`config.mk`:
```
export PLATFORM = sky130hd
export DESIGN_NAME = two_ended_shared_stack
export DESIGN_NICKNAME = d
export VERILOG_FILES = /design/src/rtl/tess_pkg.sv /design/src/rtl/tess_ram.sv /design/src/rtl/two_ended_shared_stack.sv
export SDC_FILE = /design/constraint.sdc
export NUM_CORES = 1
export LEC_CHECK = 0
export BUFFER_PORTS_ARGS = -buffer_cell sky130_fd_sc_hd__clkbuf_2
export CELL_PAD_IN_SITES_DETAIL_PLACEMENT = 1
export CELL_PAD_IN_SITES_GLOBAL_PLACEMENT = 2
export CORE_MARGIN = 3
export CORE_UTILIZATION = 48
export DETAILED_ROUTE_END_ITERATION = 12
export GPL_TIMING_DRIVEN = 0
export PLACE_DENSITY = 0.9
export SLEW_MARGIN = 10
export SYNTH_ARGS = -nofsm -noshare
export SYNTH_HDL_FRONTEND = slang
export SYNTH_SLANG_ARGS = --single-unit
```
`constraint.sdc`:
```
create_clock -name clk -period 6.11 [get_ports clk]
set_clock_uncertainty 0.15 [all_clocks]
set_input_delay 1.222 -clock clk [delete_from_list [all_inputs] [get_ports clk]]
set_output_delay 1.222 -clock clk [all_outputs]
set_load 0.02 [all_outputs]
```
`src/rtl/tess_pkg.sv`:
```
// ----------------------------------------------------------------------------
// tess_pkg
// Shared types and constants for the two-ended shared stack: action and
// status codes and the default store depth.
// ----------------------------------------------------------------------------
package tess_pkg;

	// default number of words in the shared store
	localparam int DEPTH_DEFAULT = 16;

	// requested operation
	typedef enum logic [1:0] {
		ACT_PUSH_FIRST  = 2'd0,
		ACT_PUSH_SECOND = 2'd1,
		ACT_POP_FIRST   = 2'd2,
		ACT_POP_SECOND  = 2'd3
	} act_t;

	// outcome reported with each result beat
	typedef enum logic [1:0] {
		ST_DONE       = 2'd0,
		ST_FULL       = 2'd1,
		ST_BOTH_EMPTY = 2'd2,
		ST_ONE_EMPTY  = 2'd3
	} status_t;

endpackage

```
`src/rtl/tess_ram.sv`:
```
// ----------------------------------------------------------------------------
// tess_ram
// Shared word store: one write port, one read port, registered read data.
// ----------------------------------------------------------------------------
module tess_ram #(
	parameter int DEPTH = tess_pkg::DEPTH_DEFAULT,
	localparam int AW = (DEPTH > 1) ? $clog2(DEPTH) : 1
) (
	input  logic              clk,
	input  logic              we,
	input  logic [AW-1:0]     waddr,
	input  logic [31:0]       wdata,
	input  logic              re,
	input  logic [AW-1:0]     raddr,
	output logic [31:0]       rdata
);

	logic [31:0] mem [DEPTH];

	// write port
	always_ff @(posedge clk) begin
		if (we) begin
			mem[waddr] <= wdata;
		end
	end

	// registered read port
	always_ff @(posedge clk) begin
		if (re) begin
			rdata <= mem[raddr];
		end
	end

endmodule

```
`src/rtl/two_ended_shared_stack.sv`:
```
// ----------------------------------------------------------------------------
// two_ended_shared_stack
// Two stacks in one store: the first grows up from entry 0, the second
// grows down from the last entry.
//
// Usage:
//   An item (action, data_value) is taken at a rising edge with start high
//   and busy low. Exactly one result beat follows, marked by done for one
//   cycle, carrying status and both stack tops with their nonempty flags.
//   A push, a refused item or a pop that empties its stack gives its result
//   in the cycle after it is taken and busy stays low, so one such item can
//   be taken every cycle.
//   A pop that leaves its stack nonempty must fetch the new top from the
//   store through its registered read port: busy is high for one cycle
//   and the result beat follows the wait state, so no new item is taken
//   while such a pop is fetching.
//   The top of each stack is cached in a register; the store is only read
//   when a pop exposes an older entry.
//   Reset clears both counts and the control state; the store contents are
//   left as they are and are never read before being written.
//   The receiver cannot stall: each result beat is shown for one cycle only.
// ----------------------------------------------------------------------------
module two_ended_shared_stack #(
	parameter int DEPTH = tess_pkg::DEPTH_DEFAULT,
	localparam int AW = (DEPTH > 1) ? $clog2(DEPTH) : 1,
	localparam int CW = $clog2(DEPTH + 1)
) (
	input  logic               clk,
	input  logic               arst_n,
	input  logic               start,
	output logic               busy,
	input  logic [1:0]         action,
	input  logic signed [31:0] data_value,
	output logic               done,
	output logic [1:0]         status,
	output logic signed [31:0] first_top,
	output logic               first_nonempty,
	output logic signed [31:0] second_top,
	output logic               second_nonempty
);

	localparam logic [CW-1:0] DEPTH_C = CW'(DEPTH);
	localparam logic [CW-1:0] ONE_C   = CW'(1);
	localparam logic [CW-1:0] TWO_C   = CW'(2);

	typedef enum logic [1:0] {
		S_IDLE = 2'b01,
		S_WAIT = 2'b10
	} state_t;

	state_t                state_q;
	logic [CW-1:0]         first_count_q;
	logic [CW-1:0]         second_count_q;
	logic [31:0]           first_cache_q;
	logic [31:0]           second_cache_q;
	logic                  wait_second_q;
	logic                  done_q;
	tess_pkg::status_t     status_q;

	logic                  accept;
	logic [CW:0]           fill_sum;
	logic                  full;
	logic                  both_empty;
	tess_pkg::status_t     status_n;
	logic                  mem_we;
	logic [AW-1:0]         mem_waddr;
	logic                  mem_re;
	logic [AW-1:0]         mem_raddr;
	logic [31:0]           mem_rdata;
	logic [CW-1:0]         second_wpos;
	logic [CW-1:0]         first_rpos;
	logic [CW-1:0]         second_rpos;

	assign busy   = (state_q == S_WAIT);
	assign accept = start && !busy;

	// occupancy checks
	assign fill_sum   = {1'b0, first_count_q} + {1'b0, second_count_q};
	assign full       = (fill_sum >= {1'b0, DEPTH_C});
	assign both_empty = (first_count_q == '0) && (second_count_q == '0);

	// store positions
	assign second_wpos = DEPTH_C - ONE_C - second_count_q;
	assign first_rpos  = first_count_q - TWO_C;
	assign second_rpos = (DEPTH_C - second_count_q) + ONE_C;

	// item decode
	always_comb begin
		status_n  = tess_pkg::ST_DONE;
		mem_we    = 1'b0;
		mem_waddr = first_count_q[AW-1:0];
		mem_re    = 1'b0;
		mem_raddr = first_rpos[AW-1:0];
		unique case (action)
			tess_pkg::ACT_PUSH_FIRST: begin
				if (full) begin
					status_n = tess_pkg::ST_FULL;
				end else begin
					mem_we = accept;
				end
			end
			tess_pkg::ACT_PUSH_SECOND: begin
				mem_waddr = second_wpos[AW-1:0];
				if (full) begin
					status_n = tess_pkg::ST_FULL;
				end else begin
					mem_we = accept;
				end
			end
			tess_pkg::ACT_POP_FIRST: begin
				if (both_empty) begin
					status_n = tess_pkg::ST_BOTH_EMPTY;
				end else if (first_count_q == '0) begin
					status_n = tess_pkg::ST_ONE_EMPTY;
				end else begin
					mem_re = accept && (first_count_q >= TWO_C);
				end
			end
			default: begin
				mem_raddr = second_rpos[AW-1:0];
				if (both_empty) begin
					status_n = tess_pkg::ST_BOTH_EMPTY;
				end else if (second_count_q == '0) begin
					status_n = tess_pkg::ST_ONE_EMPTY;
				end else begin
					mem_re = accept && (second_count_q >= TWO_C);
				end
			end
		endcase
	end

	// control state, status and counts
	always_ff @(posedge clk or negedge arst_n) begin
		if (!arst_n) begin
			state_q        <= S_IDLE;
			first_count_q  <= '0;
			second_count_q <= '0;
			wait_second_q  <= 1'b0;
			done_q         <= 1'b0;
			status_q       <= tess_pkg::ST_DONE;
		end else begin
			done_q <= 1'b0;
			unique case (state_q)
				S_IDLE: begin
					if (accept) begin
						status_q <= status_n;
						done_q   <= !mem_re;
						if (mem_re) begin
							state_q <= S_WAIT;
						end
						wait_second_q <= (action == tess_pkg::ACT_POP_SECOND);
						if (status_n == tess_pkg::ST_DONE) begin
							unique case (action)
								tess_pkg::ACT_PUSH_FIRST:  first_count_q  <= first_count_q + ONE_C;
								tess_pkg::ACT_PUSH_SECOND: second_count_q <= second_count_q + ONE_C;
								tess_pkg::ACT_POP_FIRST:   first_count_q  <= first_count_q - ONE_C;
								default:                   second_count_q <= second_count_q - ONE_C;
							endcase
						end
					end
				end
				default: begin
					state_q <= S_IDLE;
					done_q  <= 1'b1;
				end
			endcase
		end
	end

	// top caches: pushed word on push, fetched word after a pop
	always_ff @(posedge clk) begin
		if (accept && (status_n == tess_pkg::ST_DONE)) begin
			if (action == tess_pkg::ACT_PUSH_FIRST) begin
				first_cache_q <= data_value;
			end
			if (action == tess_pkg::ACT_PUSH_SECOND) begin
				second_cache_q <= data_value;
			end
		end
		if (busy) begin
			if (wait_second_q) begin
				second_cache_q <= mem_rdata;
			end else begin
				first_cache_q <= mem_rdata;
			end
		end
	end

	tess_ram #(
		.DEPTH (DEPTH)
	) u_ram (
		.clk   (clk),
		.we    (mem_we),
		.waddr (mem_waddr),
		.wdata (data_value),
		.re    (mem_re),
		.raddr (mem_raddr),
		.rdata (mem_rdata)
	);

	// result beat
	assign done            = done_q;
	assign status          = status_q;
	assign first_nonempty  = (first_count_q != '0);
	assign second_nonempty = (second_count_q != '0);
	assign first_top       = first_nonempty ? first_cache_q : '0;
	assign second_top      = second_nonempty ? second_cache_q : '0;

endmodule

```
==> results.sh, run 1 <==
export IMPL_seqPwrFrac=0.384
export IMPL_initialDrtViolationCount=1749
export IMPL_synthCells=1682
export IMPL_htreeDepth=2
export IMPL_tns_ns=0
export IMPL_cp_common_cell="clkbuf_1"
export IMPL_dp_cells=2476
export IMPL_finalCritPeriodShare=0.842
export IMPL_place_congestion=0.823
export IMPL_postLayoutCoreUtil=0.567
export IMPL_switching_share=0.368
export IMPL_drtPass1Iterations=5
export IMPL_tightest_slew_ns=1.27
export IMPL_internal_power_w=0.00895
export IMPL_yosys_area_top_type_share=0.656
export IMPL_hold_violations=0
export IMPL_ys_warn_count=0
export IMPL_gr_usage_all_layers=0.276
export IMPL_ys_seq_area_frac=0.723
export IMPL_die_x_um=234
export IMPL_path_cells="clkbuf_1 > nor4_1 > clkbuf_1 > clkbuf_1 > nor2b_1 > clkbuf_2"
export IMPL_num_vias=16105
export IMPL_clockPowerShare=0.258
export IMPL_start_util=0.491
export IMPL_p_per_area_nw_per_um2=493
export IMPL_synth_flop_cell="edfxtp_1"
export IMPL_power_share_combinational=0.358
export IMPL_std_cell_rows=82
export IMPL_fin_cells=2591
export IMPL_grt_pass1_wl_um=111000
export IMPL_path_clk_slew_ns=0.06
export IMPL_final_cell_area_um2=28700
export IMPL_grt_pass1_vias=17010
export IMPL_timing_final_crit_period_ns=5.15
export IMPL_dp_hpwl_um=49300
export IMPL_synth_area_um2=24900
export IMPL_syn_to_final_growth_pct=15.3
export IMPL_worstSetupStartpointType="flop"
export IMPL_synth_seq_cells=624
export IMPL_synth_most_common_cell="edfxtp_1"
export IMPL_ctsLongestPathBuffers=3
export IMPL_p_total_w=0.0142
export IMPL_synth_net_count=1734
export IMPL_max_freq_mhz=194
export IMPL_synthTopCellsByArea="edfxtp_1, mux4_2, dfxtp_1, nand2_1, nor2_1"
export IMPL_p_sw_w=0.00521
export IMPL_rsz0062_at_grt="false"
export IMPL_cts_tree="built"
export IMPL_antenna_found_initial=2
export IMPL_ios=107
export IMPL_totalWireLength_um=74800
export IMPL_routedWlPerCell_um=28.9
export IMPL_ctsResizeCount=0
export IMPL_die_h_um=234
export IMPL_ant_nets=0
export IMPL_setup_violations_final=0
export IMPL_cp_buffers_inverters=4
export IMPL_outcome="complete, no violations"
export IMPL_hold_class="reg -> reg"
export IMPL_synth_edf_count=544
export IMPL_synth_cell_types=56
export IMPL_cpLargestDelayFamily="buffers and inverters"
export IMPL_cp_slowest_stage_delay_ns=0.77
export IMPL_hold_buffers=0
export IMPL_cts_setup_buffers=0
export IMPL_final_nets=1919
export IMPL_drc=0
export IMPL_cap_viol_max_count=0
export IMPL_crit_arrival_ns=3.77
export IMPL_cts_sinks=624
export IMPL_drive_above_1_share=0.188
export IMPL_endpoint_kind="output port"
export IMPL_placed_cell_area_um2=26800
export IMPL_crit_type="reg -> out"
export IMPL_cp_required_ns=4.74
export IMPL_root_buffer="clkbuf_16"
export IMPL_core_area_um2=50700
export IMPL_synthTopCellsByCount="edfxtp_1, nand2_1, nor2_1"
export IMPL_die_area_um2=54700
export IMPL_clock_latency_ns=0.63
export IMPL_cts_buffers=61
export IMPL_io_buffer_count=105
export IMPL_netlist_top_cell_by_area="edfxtp_1"
export IMPL_slew_headroom=0.145
export IMPL_leakagePower_nw=9.83
export IMPL_crit_path_top_delay_cell="clkbuf_1"
export IMPL_report_final_slew_viol_count=0
export IMPL_irDropWorstVdd_mv=0.251
export IMPL_grt_max_degree=26
export IMPL_worst_path_max_fanout=10
export IMPL_grt_overflow=0
export IMPL_viasPerCell=6.22
export IMPL_async_reset_ff_frac=0.0256
export IMPL_avgSynthCellArea_um2=14.8
kinds of logic (layout without fill, tap and decap cells):
family,Yosys count,in the layout,synth area share
adder cells (fa/ha/maj),15,15,0.00814
flip-flops,624,624,0.723
multiplexers,72,72,0.0597
buffers and inverters,122,358,0.0216
AO/OA/AOI/OAI,271,271,0.0852
AND/OR/NAND/NOR,567,567,0.0981
other,0,1,0
XOR/XNOR,11,11,0.00387
worst reg2reg max path: cells and delay by family (launching register included):
kind / cells / cell delay (ns)
DFF: 1 / 0.48
buffers and inverters: 3 / 1.10
and+or+nand+nor: 2 / 0.22
adders and majority gates: 1 / 0.48
AOI/OAI and AO/OA: 4 / 1.55
state kept, by name, indices dropped and copies added (netlist names):
| name | cells |
|---|---|
| second_count_q | 5 |
| done | 1 |
| second_cache_q | 32 |
| u_ram.rdata | 32 |
| wait_second_q | 1 |
| u_ram.mem | 512 |
| first_count_q | 5 |
| status | 2 |
| state_q | 2 |
| first_cache_q | 32 |
power by group through the flow:
stage / sequential [W] / combinational (W) / clock (W)
floorplan: 0.00542 / 0.00319 / 0
global placement: 0.00550 / 0.00470 / 0
detailed placement: 0.00551 / 0.00499 / 0
CTS: 0.00543 / 0.00506 / 0.00368
global route: 0.00548 / 0.00541 / 0.00385
finish: 0.00543 / 0.00507 / 0.00366
final cells by class:
| type | instances | area, um^2 |
|---|---|---|
| fillers | 4851 | 22000 |
| flip-flops and latches | 624 | 18000 |
| clock buffers | 79 | 1640 |
| diodes | 1 | 2.50 |
| inverters | 12 | 45.0 |
| multi-input cells | 936 | 6480 |
| clock inverters | 35 | 282 |
| plain buffers | 110 | 493 |
| repair buffers | 122 | 911 |
| well taps | 672 | 841 |
path summary, 6_finish.rpt:
check                      depth (start not counted)  slack [ns]              start                 to
min reg2reg                                        2        0.32  first_cache_q[26]  first_cache_q[26]
max reg2reg                                       10        1.86  second_count_q[1]     u_ram.rdata[3]
min                                                2        0.32  first_cache_q[26]  first_cache_q[26]
min in group asynchronous                          1        0.37             arst_n   first_count_q[3]
max                                                6        0.96  second_count_q[0]     second_top[12]
max in group asynchronous                          1        5.11             arst_n         state_q[0]
through the flow:
| stage | hold WS (ns) | worst slack, ns |
|---|---|---|
| 2_1_floorplan | 0.285 | 1.76 |
| 3_3_place_gp | 0.301 | -0.161 |
| 3_5_place_dp | 0.312 | 1.41 |
| 4_1_cts | 0.320 | 0.996 |
| 5_1_grt | 0.347 | 0.810 |
| 6_report | 0.318 | 0.964 |
routing by layer:
metal  vias up  track usage  wire [um]
li1       6805            -          -
met1      8338        0.365      29300
met2       791        0.460      36400
met3       171       0.0548       6270
met4         0       0.0981       2840
met5         -            0          0
placed cells by master (no fill, tap or decap), types with 5 or more instances in the layout:
master and instances:
a21oi_1 14, nor3_1 11, o21ai_0 6, o22ai_1 31, dfxtp_1 64, a21o_1 6
and2_1 32, inv_1 12, a211oi_1 31, a22oi_1 19, clkbuf_16 62, nor2_4 17
mux4_2 61, buf_1 5, clkinv_1 15, dfrtp_1 15, or3_1 7, a32oi_1 33
clkinv_2 9, clkbuf_2 105, ha_1 13, a31oi_1 69, clkbuf_1 84, buf_16 6
nor2b_1 36, buf_12 11, edfxtp_1 544, o31ai_1 5, o41ai_1 16, a22oi_2 13
o41ai_2 13, buf_2 28, xor2_1 7, nand3_1 41, nor2_1 101, mux2i_1 9
nand2_1 301
Note: power is estimated with default switching activity, not from simulation.
==> inputs of run 2 (changes only) <==
--- a/config.mk
+++ b/config.mk
@@ -5,14 +5,15 @@
 export SDC_FILE = /design/constraint.sdc
 export NUM_CORES = 1
 export LEC_CHECK = 0
+export ABC_AREA = 1
 export BUFFER_PORTS_ARGS = -buffer_cell sky130_fd_sc_hd__clkbuf_2
 export CELL_PAD_IN_SITES_DETAIL_PLACEMENT = 1
 export CELL_PAD_IN_SITES_GLOBAL_PLACEMENT = 2
 export CORE_MARGIN = 3
-export CORE_UTILIZATION = 48
+export CORE_UTILIZATION = 41
 export DETAILED_ROUTE_END_ITERATION = 12
 export GPL_TIMING_DRIVEN = 0
-export PLACE_DENSITY = 0.9
+export PLACE_DENSITY = 0.85
 export SLEW_MARGIN = 10
 export SYNTH_ARGS = -nofsm -noshare
 export SYNTH_HDL_FRONTEND = slang
==> constraint.sdc (replaced) <==
create_clock -name clk -period 4.97 [get_ports clk]
set_clock_uncertainty 0.15 [all_clocks]
set_input_delay 0.994 -clock clk [delete_from_list [all_inputs] [get_ports clk]]
set_output_delay 0.994 -clock clk [all_outputs]
set_load 0.02 [all_outputs]
==> run 2 against run 1 <==
Compared with the run above: clock power grew 42%; non-clock buffer count grew 44; combinational power grew 49%; die area grew 25%; critical endpoint is now u_ram.mem[7][9]; largest cell class unchanged; highest routed layer unchanged.
==> results.sh, run 2 <==
export IMPL_outcome="complete, no violations"
export IMPL_cp_buffers_inverters=1
export IMPL_grt_max_degree=33
export IMPL_synthTopCellsByCount="edfxtp_1, nor2_1, nand2_1"
export IMPL_cts_buffers=70
export IMPL_dp_hpwl_um=63100
export IMPL_path_clk_slew_ns=0.06
export IMPL_cts_sinks=624
export IMPL_start_util=0.415
export IMPL_synth_net_count=2565
export IMPL_tightest_slew_ns=1.17
export IMPL_die_h_um=262
export IMPL_setup_violations_final=0
export IMPL_crit_arrival_ns=4.11
export IMPL_rr_startpoint="second_count_q[1]"
export IMPL_cap_viol_max_count=0
export IMPL_viasPerCell=5.66
export IMPL_ant_nets=0
export IMPL_place_congestion=0.862
export IMPL_ctsLongestPathBuffers=3
export IMPL_power_share_combinational=0.388
export IMPL_crit_type="reg -> reg"
export IMPL_num_vias=20448
export IMPL_ctsResizeCount=0
export IMPL_ys_warn_count=0
export IMPL_synthTopCellsByArea="edfxtp_1, nor2_1, nand2_1, dfxtp_1, o211ai_1"
export IMPL_final_nets=2758
export IMPL_grt_pass1_vias=21805
export IMPL_mostFrequentLayoutCells="edfxtp_1, nand2_1, nor2_1"
export IMPL_synth_cell_types=33
export IMPL_clockPowerShare=0.267
export IMPL_cp_required_ns=5.13
export IMPL_gr_usage_all_layers=0.266
export IMPL_cp_slowest_stage_delay_ns=0.83
export IMPL_synthCells=2513
export IMPL_root_buffer="clkbuf_16"
export IMPL_internal_power_w=0.0115
export IMPL_die_x_um=262
export IMPL_worst_path_max_fanout=20
export IMPL_hold_violations=0
export IMPL_dp_cells=3489
export IMPL_avgSynthCellArea_um2=10.7
export IMPL_synth_most_common_cell="edfxtp_1"
export IMPL_cp_common_cell="nand2_1"
export IMPL_endpoint_kind="flop"
export IMPL_ios=107
export IMPL_drc=0
export IMPL_rsz0062_at_grt="false"
export IMPL_io_buffer_count=105
export IMPL_hold_class="in -> async"
export IMPL_r2r_end="u_ram.mem[7][9]"
export IMPL_regMostFlops="u_ram.mem"
export IMPL_finalCritPeriodShare=0.794
export IMPL_r2r_setup_slack_ns=1.02
export IMPL_cts_tree="built"
export IMPL_synth_flop_cell="edfxtp_1"
export IMPL_netlist_top_cell_by_area="edfxtp_1"
export IMPL_hold_buffers=0
export IMPL_async_reset_ff_frac=0.0256
export IMPL_cts_setup_buffers=0
export IMPL_cpLargestDelayFamily="simple AND/OR/NAND/NOR gates"
export IMPL_final_cell_area_um2=31200
export IMPL_leakagePower_nw=12.1
export IMPL_path_cells="ha_1 > nand3_1 > nand2_1 > nand2_1 > nand2_1 > nand2_1 > nand2_1 > nor3_1 > nand3_1 > nor2_4 > buf_16"
export IMPL_largest_register_ffs=512
export IMPL_ys_seq_area_frac=0.672
export IMPL_synth_area_um2=26800
export IMPL_rr_worst_depth=11
export IMPL_htreeDepth=3
export IMPL_slew_headroom=0.216
export IMPL_timing_final_crit_period_ns=3.95
export IMPL_routedWlPerCell_um=25.2
export IMPL_std_cell_rows=93
export IMPL_antenna_found_initial=2
export IMPL_fin_cells=3614
export IMPL_irDropWorstVdd_mv=0.238
export IMPL_placed_cell_area_um2=28900
export IMPL_grt_overflow=0
export IMPL_p_per_area_nw_per_um2=626
export IMPL_yosys_area_top_type_share=0.609
export IMPL_switching_share=0.412
export IMPL_antenna_cells=0
export IMPL_core_area_um2=64600
export IMPL_p_total_w=0.0195
export IMPL_clock_latency_ns=0.62
export IMPL_worstSetupStartpointType="flop"
export IMPL_seqPwrFrac=0.345
export IMPL_drtPass1Iterations=5
export IMPL_grt_pass1_wl_um=135000
export IMPL_synth_seq_cells=624
export IMPL_syn_to_final_growth_pct=16.2
export IMPL_synth_edf_count=544
export IMPL_initialDrtViolationCount=2132
export IMPL_drive_above_1_share=0.124
export IMPL_report_final_slew_viol_count=0
export IMPL_final_common_cell="edfxtp_1"
export IMPL_totalWireLength_um=90900
export IMPL_crit_path_top_delay_cell="nor2_4"
export IMPL_p_sw_w=0.00803
export IMPL_max_freq_mhz=253
export IMPL_die_area_um2=68500
run 2: kinds of logic (layout without fill, tap and decap cells):
family,Yosys count,count (layout),synth area share
multiplexers,4,4,0.00168
buffers and inverters,407,653,0.0632
AND/OR/NAND/NOR,989,989,0.150
adder cells (fa/ha/maj),15,15,0.00756
flip-flops,624,624,0.672
AO/OA/AOI/OAI,464,464,0.102
XOR/XNOR,10,10,0.00327
run 2: worst max-delay path by stage:
stage | startpoint | end | cells after the start
after detailed placement | action[1] | u_ram.mem[7][9] | 8
final | second_count_q[1] | u_ram.mem[7][9] | 11
after global placement | action[1] | u_ram.mem[13][21] | 8
after CTS | second_count_q[1] | u_ram.mem[7][11] | 11
after global routing | second_count_q[1] | u_ram.mem[7][13] | 11
after floorplan | action[0] | u_ram.mem[13][0] | 7
run 2: power by group through the flow:
| stage | Sequential, W | Clock [W] | Combinational, W |
|---|---|---|---|
| after floorplan | 0.00672 | 0 | 0.00442 |
| after detailed placement | 0.00683 | 0 | 0.00740 |
| final | 0.00673 | 0.00521 | 0.00756 |
| after global routing | 0.00678 | 0.00547 | 0.00824 |
| after CTS | 0.00673 | 0.00526 | 0.00749 |
| after global placement | 0.00682 | 0 | 0.00704 |
run 2: layout make-up:
type	count	area, um^2
plain buffers	155	749
clock buffers	79	1850
clock inverters	46	432
fillers	7032	33400
inverters	252	946
multi-input cells	1482	7230
flip-flops and latches	624	18000
well taps	855	1070
repair buffers	121	883
run 2: metal layers:
layer  share of wire  global-route usage
met1            0.40               0.335
met2            0.49               0.454
met3           0.070              0.0469
met4           0.034               0.106
met5               0                   0
run 2: stage by stage:
step	setup TNS [ns]	setup slack, ns	utilization	hold WS, ns
4_1_cts	0	0.987	0.483	0.153
3_5_place_dp	0	0.659	0.447	0.311
2_1_floorplan	0	1.06	-	0.287
3_3_place_gp	-514.47	-1.24	0.440	0.308
6_report	0	1.02	0.483	0.170
5_1_grt	0	0.772	0.483	0.195
